===== config.mk =====
export PLATFORM = sky130hd
export DESIGN_NAME = pnt_datapath
export DESIGN_NICKNAME = d
export VERILOG_FILES = /design/src/rtl/core/pnt_pkg.sv /design/src/rtl/core/pnt_datapath.sv
export SDC_FILE = /design/constraint.sdc
export NUM_CORES = 1
export LEC_CHECK = 0
export ABC_AREA = 1
export BUFFER_PORTS_ARGS = -buffer_cell sky130_fd_sc_hd__buf_2
export CELL_PAD_IN_SITES_DETAIL_PLACEMENT = 1
export CELL_PAD_IN_SITES_GLOBAL_PLACEMENT = 1
export CORE_UTILIZATION = 48
export DETAILED_ROUTE_END_ITERATION = 8
export PLACE_DENSITY_LB_ADDON = 0.1
export SYNTH_ARGS = -nofsm -noshare
export SYNTH_HDL_FRONTEND = slang
export SYNTH_SLANG_ARGS = --single-unit

===== constraint.sdc =====
create_clock -name aclk -period 4.1 [get_ports aclk]
set_input_delay 0.41 -clock aclk [delete_from_list [all_inputs] [get_ports aclk]]
set_output_delay 0.41 -clock aclk [all_outputs]
set_load 0.01 [all_outputs]

===== src/rtl/core/pnt_pkg.sv =====
package pnt_pkg;

    // Widths of the words on the ports.
    localparam int CAND_WIDTH    = 16;
    localparam int SUM_OUT_WIDTH = 18;

    // Number of low candidate bits that take part in the test.
    localparam int VALUE_WIDTH = 16;
    localparam int USE_WIDTH   = (VALUE_WIDTH < CAND_WIDTH) ? VALUE_WIDTH : CAND_WIDTH;

    // The proper divisor sum of a value below 2^16 stays below eight times the value.
    localparam int SUM_WIDTH = USE_WIDTH + 3;
    localparam int SAT_WIDTH = (SUM_WIDTH > SUM_OUT_WIDTH) ? SUM_WIDTH : SUM_OUT_WIDTH;
    localparam longint unsigned SUM_OUT_MAX = (64'd1 << SUM_OUT_WIDTH) - 64'd1;

    // Bit counter of the serial remainder unit.
    localparam int CNT_WIDTH = $clog2(USE_WIDTH);
    localparam logic [CNT_WIDTH-1:0] CNT_LAST = CNT_WIDTH'(USE_WIDTH - 1);

    // Microprogram counter and step addresses.
    localparam int UPC_WIDTH = 3;
    typedef logic [UPC_WIDTH-1:0] upc_t;

    localparam upc_t UPC_IDLE = 3'd0;
    localparam upc_t UPC_TEST = 3'd1;
    localparam upc_t UPC_DIV  = 3'd2;
    localparam upc_t UPC_ACC  = 3'd3;
    localparam upc_t UPC_WAIT = 3'd4;
    localparam upc_t UPC_EMIT = 3'd5;

    // Jump conditions: the jump is taken when the condition holds,
    // otherwise the sequencer falls through to the next step.
    typedef logic [2:0] cond_t;

    localparam cond_t COND_NEVER    = 3'd0;
    localparam cond_t COND_ALWAYS   = 3'd1;
    localparam cond_t COND_NO_INPUT = 3'd2;
    localparam cond_t COND_D_GE_N   = 3'd3;
    localparam cond_t COND_CNT_NZ   = 3'd4;
    localparam cond_t COND_OUT_BUSY = 3'd5;

    typedef struct packed {
        logic  load;
        logic  div_init;
        logic  div_step;
        logic  acc_sum;
        logic  emit;
        cond_t cond;
        upc_t  target;
    } ctrl_t;

    typedef struct packed {
        logic in_valid;
        logic d_ge_n;
        logic cnt_nz;
        logic out_busy;
    } status_t;

    // The microprogram.
    function automatic ctrl_t ucode_rom(input upc_t upc);
        ctrl_t cw;
        cw = '0;
        unique case (upc)
            UPC_IDLE: begin
                cw.load   = 1'b1;
                cw.cond   = COND_NO_INPUT;
                cw.target = UPC_IDLE;
            end
            UPC_TEST: begin
                cw.div_init = 1'b1;
                cw.cond     = COND_D_GE_N;
                cw.target   = UPC_WAIT;
            end
            UPC_DIV: begin
                cw.div_step = 1'b1;
                cw.cond     = COND_CNT_NZ;
                cw.target   = UPC_DIV;
            end
            UPC_ACC: begin
                cw.acc_sum = 1'b1;
                cw.cond    = COND_ALWAYS;
                cw.target  = UPC_TEST;
            end
            UPC_WAIT: begin
                cw.cond   = COND_OUT_BUSY;
                cw.target = UPC_WAIT;
            end
            UPC_EMIT: begin
                cw.emit   = 1'b1;
                cw.cond   = COND_ALWAYS;
                cw.target = UPC_IDLE;
            end
            default: begin
                cw.cond   = COND_ALWAYS;
                cw.target = UPC_IDLE;
            end
        endcase
        return cw;
    endfunction

endpackage


===== src/rtl/core/pnt_datapath.sv =====
module pnt_datapath (
    input  logic                               aclk,
    input  logic                               aresetn,
    input  pnt_pkg::ctrl_t                     ctrl,
    input  logic                               load_en,
    input  logic [pnt_pkg::CAND_WIDTH-1:0]     candidate,
    output logic                               d_ge_n,
    output logic                               cnt_nz,
    output logic                               perfect,
    output logic [pnt_pkg::SUM_OUT_WIDTH-1:0]  sum_sat
);
    import pnt_pkg::*;

    logic [USE_WIDTH-1:0] n_reg,     n_next;
    logic [USE_WIDTH-1:0] d_reg,     d_next;
    logic [USE_WIDTH-1:0] rem_reg,   rem_next;
    logic [USE_WIDTH-1:0] shift_reg, shift_next;
    logic [CNT_WIDTH-1:0] cnt_reg,   cnt_next;
    logic [SUM_WIDTH-1:0] sum_reg,   sum_next;

    logic [USE_WIDTH:0]   partial;
    logic [USE_WIDTH:0]   diff;
    logic [SAT_WIDTH-1:0] sum_wide;

    // One restoring remainder step: bring down the next bit of n, subtract d if it fits.
    assign partial = {rem_reg, shift_reg[USE_WIDTH-1]};
    assign diff    = partial - {1'b0, d_reg};

    assign d_ge_n = (d_reg >= n_reg);
    assign cnt_nz = (cnt_reg != '0);

    always_comb begin
        n_next     = n_reg;
        d_next     = d_reg;
        rem_next   = rem_reg;
        shift_next = shift_reg;
        cnt_next   = cnt_reg;
        sum_next   = sum_reg;
        if (load_en) begin
            n_next   = candidate[USE_WIDTH-1:0];
            d_next   = USE_WIDTH'(1);
            sum_next = '0;
        end
        if (ctrl.div_init) begin
            rem_next   = '0;
            shift_next = n_reg;
            cnt_next   = CNT_LAST;
        end
        if (ctrl.div_step) begin
            rem_next   = diff[USE_WIDTH] ? partial[USE_WIDTH-1:0] : diff[USE_WIDTH-1:0];
            shift_next = {shift_reg[USE_WIDTH-2:0], 1'b0};
            cnt_next   = cnt_reg - 1'b1;
        end
        if (ctrl.acc_sum) begin
            if (rem_reg == '0) begin
                sum_next = sum_reg + SUM_WIDTH'(d_reg);
            end
            d_next = d_reg + 1'b1;
        end
    end

    always_ff @(posedge aclk) begin
        n_reg     <= n_next;
        d_reg     <= d_next;
        rem_reg   <= rem_next;
        shift_reg <= shift_next;
        cnt_reg   <= cnt_next;
        sum_reg   <= sum_next;
    end

    assign perfect  = (n_reg != '0) && (sum_reg == SUM_WIDTH'(n_reg));
    assign sum_wide = SAT_WIDTH'(sum_reg);
    assign sum_sat  = (sum_wide > SAT_WIDTH'(SUM_OUT_MAX)) ? SUM_OUT_WIDTH'(SUM_OUT_MAX)
                                                          : sum_wide[SUM_OUT_WIDTH-1:0];

    // A remainder is only worked out for a trial divisor in the range 1 to n minus 1.
    assert property (@(posedge aclk) disable iff (!aresetn)
        ctrl.div_step |-> (d_reg < n_reg) && (d_reg != '0))
        else $error("remainder step with a trial divisor out of range");

endmodule


==> flow_metrics.tcl, run 1 <==
set metrics [dict create \
    drive_gt1_share_pct 8.57 \
    portBuffers 41 \
    cts-hold-fix-buffers 0 \
    die_area_mm2 0.0141 \
    clockBufferDepth 2 \
    cts_made_buffers 9 \
    synth_edf_count 67 \
    grt_overflow_total 0 \
    largest_reg_flops 19 \
    antenna_found_initial 0 \
    grt_max_degree 36 \
    grtUsageMet2_pct 56.0 \
    postSynthCellCount 901 \
    use_met1_pct 37.3 \
    layout_commonest_cell "nand2_1" \
    fmax_mhz 388 \
    grt_pass1_wl_um 34400 \
    synth.distinct_cells 37 \
    cp-end-kind "flop" \
    worstSetupStartpointType "flop" \
    cts_sinks 87 \
    synth.avg_cell_area_um2 7.25 \
    peakVddDrop_v 0.000214 \
    ant_nets 0 \
    min_path_type "in -> reg" \
    grt-busiest-layer "met2" \
    root_buffer "clkbuf_16" \
    grt_pass1_vias 6813 \
    antenna_cells 0 \
    setup_tns_ps 0 \
    r2r_slack_ps 1520 \
    wl_um 21200 \
    core_area_mm2 0.0132 \
    syn_nets 984 \
    cp_max_fo 9 \
    async_flop_share_pct 0 \
    setup_viol 0 \
    maxSlewViolCount 0 \
    place_ws_ps 1530 \
    clock_latency_ps 360 \
    use_met3_pct 4.25 \
    synth_top_flop_cell "edfxtp_1" \
    gp_congestion 0.928 \
    syn_area_mm2 0.00653 \
    final_nets 1023 \
    clk_pin_slew_ps 70 \
    firstDrtPassIters 5 \
    pin_count 51 \
    grt_setup_unrepaired "no" \
    power.leakage_nw 3.56 \
    wl_per_cell_um 18.9 \
    grt.total_usage_pct 31.5 \
    fin_skew_ps 9.58 \
    slew_headroom_pct 37.9 \
    cap_violations 0 \
    required_ps 4210 \
    start_util_pct 49.3 \
    htreeDepth 3 \
    post_cts.repair.setup_buffers 0 \
    vias_per_cell 5.65 \
    timing.final.ws_setup_ps 1520 \
    rows 42 \
    die_w_um 119 \
    power_density_mw_per_mm2 533 \
    final_hold_viol_count 0 \
    critPathKind "reg -> reg" \
    vias 6336 \
    seq_area_frac_synth_pct 36.9 \
    ys_ff_latch 87 \
    die_h_um 119 \
    mostFrequentLayoutCells "nand2_1 (248), inv_1 (133), nor2_1 (87), nand3_1 (85), edfxtp_1 (67)" \
    tightest_slew_ps 929 \
    cts_tree "yes" \
    hpwl_um 16000 \
    cts_resized 0 \
    status "finished clean" \
    drcViolationCount 0 \
    drtIter0Drc 326 \
    fin_crit_ps 2580 \
    crit_arrival_ps 2690 \
    post-route-period-util_pct 62.8 \
    area_delta_synth_final_pct 10.1 \
    yosys_warnings 0 \
    n_fill_cell 1754 \
]
-- worst paths after layout --
check	start	to	depth (start not counted)
worst max-delay path	d_reg[3]$_SDFFCE_PN0P_	rem_reg[6]$_SDFFCE_PN0P_	12
worst min register to register	shift_reg[0]$_SDFFE_PP0P_	shift_reg[0]$_SDFFE_PP0P_	2
worst max register to register	d_reg[3]$_SDFFCE_PN0P_	rem_reg[6]$_SDFFCE_PN0P_	12
worst min-delay path	candidate[2]	n_reg[2]$_DFFE_PP_	1
-- critical path, stage by stage, from the launching register on --
cell      delay (ps)
edfxtp_1         480
inv_1            250
ha_1             330
a21oi_1          220
nand2_1          140
nand3_1          110
nand2_1          140
nand2_4          160
nand2_8           70
nand2_4          120
nand2_4          110
nor2_1           140
nor2_1            60
-- cells by family (layout without fill, tap and decap cells) --
group	after synthesis	after routing	share of synthesized area, %
buffers and inverters	151	195	8.93
AO/OA/AOI/OAI	122	122	9.98
adder cells (fa/ha/maj)	53	53	10.4
AND/OR/NAND/NOR	471	471	31.5
flip-flops	87	87	36.9
XOR/XNOR	17	17	2.28
-- cell usage after synthesis, types with 7 or more instances --
| cell | instances | share of area (%) |
|---|---|---|
| edfxtp_1 | 67 | 31 |
| o21ai_0 | 56 | 4.3 |
| xnor2_1 | 9 | 1.2 |
| nor2_1 | 87 | 5.0 |
| ha_1 | 51 | 9.8 |
| clkbuf_1 | 10 | 0.57 |
| or2_2 | 7 | 0.67 |
| inv_1 | 133 | 7.6 |
| nand3_1 | 85 | 6.5 |
| nand4_1 | 8 | 0.77 |
| o22ai_1 | 8 | 0.77 |
| nor3_1 | 16 | 1.2 |
| xor2_1 | 8 | 1.1 |
| dfxtp_1 | 20 | 6.1 |
| a21oi_1 | 49 | 3.8 |
| nand2_1 | 248 | 14 |
-- power by group --
part / internal, W / switching (W) / total (W)
sequential: 0.00112 / 0.000119 / 0.00124
clock: 0.000437 / 0.000393 / 0.000830
combinational: 0.000583 / 0.00118 / 0.00176
-- per-stage QoR --
step / utilization (%) / instances / cell area (µm²) / total power, W / hold WS (ps)
after global routing: 54.3 / 1121 / 7190 / 0.00411 / 217
after detailed placement: 52.1 / 1105 / 6900 / 0.00299 / 494
final: 54.3 / 1121 / 7190 / 0.00383 / 227
after global placement: 52.1 / 1105 / 6900 / 0.00288 / 473
after floorplan: - / 901 / 6530 / 0.00252 / 456
after CTS: 54.3 / 1121 / 7190 / 0.00383 / 218
-- cell type report --
| class | count | area (µm²) | area share [%] |
|---|---|---|---|
| Sequential cell | 87 | 2410 | 33.5 |
| Inverter | 136 | 510 | 7.10 |
| Tap cell | 176 | 220 | 3.06 |
| Timing Repair Buffer | 43 | 220 | 3.06 |
| Clock inverter | 6 | 51.3 | 0.713 |
| Multi-Input combinational cell | 663 | 3540 | 49.2 |
| Clock buffer | 10 | 239 | 3.32 |
-- metal layers --
metal,wire length (µm),vias up
li1,-,3044
met1,8760,3046
met2,10600,181
met3,957,65
met4,887,0
met5,0,-
No activity file was read; power rests on OpenSTA's default activity.
==> inputs of run 2 (changes only) <==
- CORE_UTILIZATION: 48 -> 41
- clock period: 4.1 -> 2.3 ns (I/O delays scaled with it)
==> flow_metrics.tcl, run 2 (synthesized netlist as in run 1, its figures left out) <==
set metrics [dict create \
    cpLargestDelayFamily "simple AND/OR/NAND/NOR gates" \
    ant_nets 0 \
    required_ps 2070 \
    layoutNonFillerInstCount 1199 \
    cts_made_buffers 9 \
    clockBufferDepth 2 \
    cp-end-kind "output pin" \
    cp_max_fo 3 \
    p_seq_share_pct 29.5 \
    whs_ps 36.9 \
    htreeDepth 3 \
    power.switching_w 0.00325 \
    peakVddDrop_v 0.000368 \
    final_nets 1066 \
    swShare_pct 44.0 \
    path_buf_inv 3 \
    rr_worst_depth 14 \
    layout_commonest_cell "nand2_1" \
    mostFrequentLayoutCells "nand2_1 (242), inv_1 (127), nor2_1 (84), nand3_1 (77), edfxtp_1 (67)" \
    power_frac_comb_pct 51.0 \
    stdcell_area_mm2 0.00772 \
    grt.total_usage_pct 26.3 \
    cts_tree "yes" \
    slowest_delay_ps 380 \
    grt_pass1_vias 6702 \
    placed_area_mm2 0.00721 \
    grt_overflow_total 0 \
    start_util_pct 42.5 \
    rr_endpoint "rem_reg[11]$_SDFFCE_PN0P_" \
    die_area_mm2 0.0164 \
    fmax_mhz 452 \
    drcViolationCount 0 \
    grt_setup_unrepaired "yes" \
    slowest_stage "edfxtp_1" \
    cts_sinks 87 \
    maxSlewViolCount 0 \
    gp_congestion 0.933 \
    grt_pass1_wl_um 33000 \
    hpwl_um 16300 \
    wl_per_cell_um 17.3 \
    worstSetupStartpointType "flop" \
    crit_arrival_ps 1980 \
    core_area_mm2 0.0154 \
    power.share.clock_pct 19.5 \
    die_w_um 128 \
    post-route-period-util_pct 96.2 \
    min_from "candidate[8]" \
    vias 6338 \
    power_density_mw_per_mm2 955 \
    r2r_slack_ps 90 \
    pin_count 51 \
    placed_cells 1176 \
    rows 45 \
    intPower_w 0.00413 \
    slew_headroom_pct 62.4 \
    area_delta_synth_final_pct 18.2 \
    fin_skew_ps 8.88 \
    critPathKind "reg -> out" \
    drtIter0Drc 327 \
    vias_per_cell 5.29 \
    antenna_found_initial 0 \
    grt_max_degree 36 \
    min_path_cells 1 \
    drive_gt1_share_pct 15.7 \
    largest_reg_flops 19 \
    setup_viol 0 \
    final_hold_viol_count 0 \
    die_h_um 128 \
    root_buffer "clkbuf_16" \
    cap_violations 0 \
    firstDrtPassIters 5 \
    fin_crit_ps 2210 \
    crit_top_cell "nand3_2" \
    n_fill_cell 1975 \
    antenna_cells 0 \
    min_path_type "in -> reg" \
    status "finished clean" \
    worstPathCellList "buf_4 > ha_1 > nand2_1 > inv_1 > nand3_2 > nor3_4 > nand3_2 > nand3_2 > buf_6" \
    wl_um 20700 \
    min_to "n_reg[8]$_DFFE_PP_" \
    clock_latency_ps 360 \
    worstReg2RegStart "shift_reg[15]$_DFFE_PP_" \
    portBuffers 41 \
    tightest_slew_ps 563 \
    power.leakage_nw 3.80 \
    clk_pin_slew_ps 70 \
]
-- run 2: worst max-delay path by stage --
stage	start	end	cells past startpoint
6_report	d_reg[15]$_SDFFCE_PN0P_	d_ge_n	9
5_1_grt	d_reg[0]$_SDFFCE_PN1P_	sum_reg[16]$_DFF_P_	14
4_1_cts	d_reg[15]$_SDFFCE_PN0P_	d_ge_n	9
3_5_place_dp	shift_reg[15]$_DFFE_PP_	rem_reg[1]$_SDFFCE_PN0P_	14
3_3_place_gp	shift_reg[15]$_DFFE_PP_	rem_reg[12]$_SDFFCE_PN0P_	14
2_1_floorplan	d_reg[0]$_SDFFCE_PN1P_	rem_reg[12]$_SDFFCE_PN0P_	13
-- run 2: routing by layer --
| layer | part of all wire, % | vias to the layer above | wire (µm) | track usage, % |
|---|---|---|---|---|
| met1 | 42 | 3039 | 8690 | 30.4 |
| li1 | - | 3149 | - | - |
| met3 | 3.1 | 36 | 642 | 2.50 |
| met4 | 2.8 | 0 | 571 | 12.2 |
| met2 | 52 | 114 | 10800 | 48.7 |
| met5 | 0 | - | 0 | 0 |
-- run 2: timing repair --
item	4_1_cts	5_1_grt
resized for setup	4	37
setup endpoints to repair	14	21
buffers inserted	0	4
pin swaps	2	10
gates cloned	2	1
hold buffers	0	0
-- run 2: through the flow --
stage | worst slack (ps) | TNS (ps) | utilization (%) | power (W)
finish | 86.4 | 0 | 50.2 | 0.00738
global route | -30.0 | -103 | 50.2 | 0.00790
CTS | 1.20 | 0 | 49.0 | 0.00705
detailed placement | -29.4 | -34.1 | 46.9 | 0.00549
global placement | 59.3 | 0 | 46.9 | 0.00531
floorplan | 149 | 0 | - | 0.00450
-- run 2: final cells by class --
class                      count  area, µm²  share of cell area, %
clock buffer                   9        225                   2.92
tap                          211        264                   3.42
clock inverter                 7       53.8                  0.697
inverter                     136        510                   6.61
multi-input combinational    666       3710                   48.1
timing repair buffer          83        543                   7.03
sequential                    87       2410                   31.2
-- run 2: power by group through the flow --
stage	Sequential (W)	Clock, W	Combinational, W
floorplan	0.00216	0	0.00234
global placement	0.00219	0	0.00312
detailed placement	0.00219	0	0.00329
CTS	0.00216	0.00146	0.00343
global route	0.00220	0.00151	0.00419
finish	0.00217	0.00144	0.00376
